--- src/spf_pkg.sv ---
`default_nettype none
// ----------------------------------------------------------------------------
// spf_pkg
// Shared types, codes and helpers for the spectrum peak finder.
// ----------------------------------------------------------------------------
package spf_pkg;

    localparam int FREQ_W = 24;
    localparam int LVL_W  = 16;
    localparam int RES_W  = 17;
    localparam int DIV_W  = 20;
    localparam int DVR_W  = 4;

    localparam logic [1:0] KIND_CARRIER = 2'd0;
    localparam logic [1:0] KIND_SUMMARY = 2'd1;
    localparam logic [1:0] KIND_SHORT   = 2'd2;

    localparam logic [1:0] REG_SATELLITE = 2'd0;
    localparam logic [1:0] REG_LAG       = 2'd1;
    localparam logic [1:0] REG_PFLOOR    = 2'd2;
    localparam logic [1:0] REG_PCEIL     = 2'd3;

    localparam logic [DVR_W-1:0] DIV_SAT  = 4'd10;
    localparam logic [DVR_W-1:0] DIV_WIDE = 4'd5;

    // ceil(2^23/10) == ceil(2^22/5); exact for every 20-bit dividend
    localparam logic [DIV_W-1:0] DIV_RECIP  = 20'd838861;
    localparam int               SHIFT_SAT  = 23;
    localparam int               SHIFT_WIDE = 22;

    typedef enum logic [3:0] {
        S_LOAD,
        S_START,
        S_CNT,
        S_CNT_END,
        S_HEAD,
        S_DIV,
        S_MERGE,
        S_SCAN_A,
        S_SCAN_B,
        S_SCAN_C,
        S_OUT_WAIT,
        S_FIN_WAIT
    } t_state;

    // lift empty or low readings to the floor
    function automatic logic signed [17:0] clamp_level(input logic signed [15:0] lvl,
                                                        input logic signed [16:0] fl);
        logic signed [17:0] l18;
        logic signed [17:0] f18;
        l18 = 18'(lvl);
        f18 = 18'(fl);
        if (lvl == 16'sd0 || l18 < f18) begin
            return f18;
        end
        return l18;
    endfunction

endpackage
`default_nettype wire

--- src/spf_div.sv ---
`default_nettype none
// ----------------------------------------------------------------------------
// spf_div
// Divide by five or ten through one reciprocal multiply, result next cycle.
// ----------------------------------------------------------------------------
module spf_div (
    input  wire logic                          i_clk,
    input  wire logic                          i_rst_n,
    input  wire logic                          i_start,
    input  wire logic [spf_pkg::DIV_W-1:0]     i_dividend,
    input  wire logic [spf_pkg::DVR_W-1:0]     i_divisor,
    output logic                               o_done,
    output logic      [spf_pkg::DIV_W-1:0]     o_quotient
);

    localparam int PW = 2 * spf_pkg::DIV_W;

    logic [spf_pkg::DIV_W-1:0] r_quo, n_quo;
    logic                      r_done;
    logic [PW-1:0]             prod;

    always_ff @(posedge i_clk) begin
        if (!i_rst_n) begin
            r_done <= 1'b0;
        end else begin
            r_done <= i_start;
        end
        if (i_start) begin
            r_quo <= n_quo;
        end
    end

    always_comb begin
        prod = PW'(i_dividend) * PW'(spf_pkg::DIV_RECIP);
        if (i_divisor == spf_pkg::DIV_SAT) begin
            n_quo = spf_pkg::DIV_W'(prod >> spf_pkg::SHIFT_SAT);
        end else begin
            n_quo = spf_pkg::DIV_W'(prod >> spf_pkg::SHIFT_WIDE);
        end
    end

    assign o_done     = r_done;
    assign o_quotient = r_quo;

endmodule
`default_nettype wire

--- config.mk ---
export PLATFORM = sky130hd
export DESIGN_NAME = spf_div
export DESIGN_NICKNAME = d
export VERILOG_FILES = /design/src/spf_pkg.sv /design/src/spf_div.sv
export SDC_FILE = /design/constraint.sdc
export NUM_CORES = 1
export LEC_CHECK = 0
export BUFFER_PORTS_ARGS = -buffer_cell sky130_fd_sc_hd__buf_2
export CORE_ASPECT_RATIO = 0.6
export CORE_MARGIN = 2
export CORE_UTILIZATION = 51
export CTS_BUF_LIST = sky130_fd_sc_hd__clkbuf_8
export CTS_CLUSTER_SIZE = 24
export DETAILED_ROUTE_END_ITERATION = 10
export GPL_TIMING_DRIVEN = 0
export PLACE_DENSITY = 0.69
export SYNTH_ARGS = -nofsm -noshare
export SYNTH_HDL_FRONTEND = slang
export SYNTH_SLANG_ARGS = --single-unit
--- constraint.sdc ---
create_clock -name i_clk -period 18.91 [get_ports i_clk]
set_clock_uncertainty 0.05 [all_clocks]
set_input_delay 0.9455 -clock i_clk [delete_from_list [all_inputs] [get_ports i_clk]]
set_output_delay 0.9455 -clock i_clk [all_outputs]
set_load 0.01 [all_outputs]
==> summary by stage <==
Worst setup path
The worst-path maximum fanout is 6. Together, buffers and inverters on the worst path number 6. STA puts the critical path data arrival time at roughly 7.2 ns. The largest individual stage delay along the critical path comes from the cell fa_1.

Grouping stages by cell kind, the critical path spends the most delay in adder cells. STA classifies the critical path startpoint as a primary input. At the worst endpoint, the required time is between 15 and 20 ns.

By startpoint and endpoint, the worst setup path is classified as in -> reg. The worst setup path is captured at a flop. Traced cell by cell, the critical path runs through buf_2 -> ha_1 -> clkbuf_1 -> xor2_1 -> ha_1 -> a21o_1 -> ha_1 -> inv_1 -> fa_1 -> inv_1 -> fa_1 -> fa_1 -> inv_1 -> fa_1 -> inv_1 -> ha_1 -> a21oi_1 -> o21ai_1 -> a2111oi_1 -> o31ai_1 -> o311a_1 -> or4b_1 -> o2111ai_1 -> a22oi_1.

The highest cell delay on the worst timing path is 0.55 ns.

STA
After layout, the worst path uses 38.4% of the clock period. Summed over all failing endpoints, the final setup total negative slack is 0 ns. Static timing analysis puts the maximum clock frequency at ~140 MHz.

The time the final worst path needs with I/O delays and setup is ~7.3 ns. The final hold violation count is 0. Setup repair after global routing left no endpoint under its margin. Measured against its own limit, the worst slew margin works out to 16.5%. The number of slew-limit violations in the final report is 0. Setup violations remaining at the end of the flow were counted as 0. The pin slew with the least headroom to its limit is ~1.2 ns.

Clock tree
CTS built an H-tree with a depth of 1. The number of buffers inserted by post-CTS setup repair is 0. In this run, post-CTS hold repair placed 0 buffers. The post-CTS clock slew at the launch and capture registers of the worst setup and hold paths is 0.08 ns. The post-cts repair resize count is 0. TritonCTS built the clock tree. The total clock buffers created by CTS is 3. The number of sinks on the clock net is 19. The maximum number of buffers from clock root to sink is 2. CTS placed an instance of clkbuf_8 at the clock tree root.

Die
Once the floorplan was initialized, standard cells occupied a little over half of the core. The die is roughly 100 um tall. The placeable core area is between 0.015 and 0.02 mm2. The die area is roughly 0.017 mm2. Pin placement for this block handled 48 I/O pins. The row count is 35. The die is roughly 170 um wide.

Global routing
In the global route stage, overall resource usage came out at around a quarter. The wire length of the first global-routing pass is around 32,000 um. The via count of the first global-routing pass is just under 6,000.

For this run the aggregate overflow at the end of global routing stands at 0. Entering global routing, the biggest net connects 20 pins. The number of antenna violations at the first check in global routing is 0.

Placed design
At the end of routability-driven placement, the weighted congestion stood at 0.957. Detailed placement finished with a half-perimeter wire length of 18,200 um. Input and output buffers added on the ports amount to 45.

Route
For this block, the via count after detailed routing is between 5,000 and 6,000. Dividing the detail-routed wire length by the instance count gives ~19 um. Using the TritonRoute via totals, the vias-per-cell ratio works out to approximately 5.6. For this block, the initial DRC count from the detailed router was between 500 and 600.

The remaining routing DRC violations is 0. The first detailed-routing pass took 5 iterations. The detail route stage leaves a number of antenna-violating nets equal to 0. The total wire length is 20,100 um.

Layout
The most frequent standard cell in the layout excluding fill and tap cells is ha_1. Cells with a size suffix above 1 make up a little under a tenth of the layout. The layout overhead on the synthesized area is 6.43%. The top cell types in the final layout, fill and taps aside, are 204 x ha_1, 181 x inv_1, 129 x fa_1.

The number of diodes is 0. In the final design database the tool counted approximately 1,200 nets.

Status
The run finished with clean final reports.

Synthesis
The summed instance area of the synthesized netlist is between 0.008 and 0.009 mm2. In the synthesized netlist the dominant register cell turns out to be edfxtp_1. After synthesis, flip-flops and latches occupy 6.81% of the total area. The average size of a mapped cell is 10.1 um2. The fraction of synthesis flops using an asynchronous set or reset pin is 0%. After synthesis, the netlist uses between 60 and 70 different library cells. Counting flops with a built-in enable in the synthesized netlist gives 18. The number of synthesized register bits is 19. Yosys printed 0 warnings.

After technology mapping, the gate count stands at about 800.

Min path
The worst min-delay path category is in -> reg.

Run
The tool flagged a number of max-cap violations equal to 0.
[area by class of cell]
cell class	count	area, um2
Multi-Input combinational cell	602	6930
Fill cell	1395	6790
Inverter	181	679
Sequential cell	19	561
Tap cell	203	254
Timing Repair Buffer	45	225
Buffer	13	61.3
Clock buffer	3	41.3
Clock inverter	1	5.00
[metal layers]
metal / vias to the layer above / GRT usage (%) / share of wire [%]
met1: 2893 / 40.6 / 54
met5: - / 0 / 0
met4: 0 / 2.41 / 0.60
met2: 205 / 31.6 / 35
li1: 2816 / - / -
met3: 10 / 7.78 / 9.8
[flip-flops by register name, indices dropped and copies added, names as in the netlist]
register and count:
o_quotient 18, o_done 1
[through the flow]
step / util, % / setup slack, ns / cells / hold slack (ns) / area [um2]
final: 56.3 / 11.66 / 1067 / 0.822 / 8760
after global placement: 56.0 / 11.45 / 1063 / 1.11 / 8710
after global routing: 56.3 / 11.45 / 1067 / 0.816 / 8760
after CTS: 56.3 / 11.73 / 1067 / 0.822 / 8760
after detailed placement: 56.0 / 11.44 / 1063 / 1.11 / 8710
after floorplan: - / 12.33 / 815 / 1.01 / 8230
[worst paths after layout]
check / endpoint / cells after the start / start / slack (ns)
max: o_quotient[13] / 24 / i_dividend[8] / 11.66
min: o_done / 2 / i_rst_n / 0.82
[synth_stat cells (2+ instances only)]
master     instances  area share, %
or2_2              6           0.46
nand2b_1           4           0.30
o2111ai_1          2           0.21
a211oi_1           4           0.36
a21oi_1           32            1.9
ha_1             204             31
clkbuf_1           7           0.32
a31oi_1            4           0.30
nor3_1             6           0.36
nand4_1            3           0.23
and2_1            12           0.91
fa_1             129             31
o31ai_1            4           0.36
o21ai_0           13           0.79
and3_1             5           0.38
mux2_2             7           0.96
buf_2              4           0.24
o211ai_1           5           0.46
buf_4              2           0.18
inv_1            181            8.3
o211a_1            3           0.36
xnor2_1           13            1.4
nand2_1           30            1.4
a221oi_1           2           0.21
a21o_1            20            1.8
o21a_1             4           0.36
xor2_1            20            2.1
nand3_1           14           0.85
a22oi_1            2           0.18
edfxtp_1          18            6.6
nor2_1            16           0.73
or4_1              2           0.18
o21bai_1           3           0.27
o21ai_1            3           0.18
[logic make-up (layout without fill, tap and decap cells)]
kind of cell,after synthesis,count (layout),synth area share (%)
AO/OA/AOI/OAI,118,118,10.2
buffers and inverters,194,243,9.00
AND/OR/NAND/NOR,108,108,6.95
XOR/XNOR,33,33,3.51
other,1,2,0.0456
adder cells (fa/ha/maj),333,333,62.4
flip-flops,19,19,6.81
multiplexers,8,8,1.08
Power is left out: the tool's default activity adds up to more than one toggle a clock period on the data nets, which glitch-free logic cannot reach.
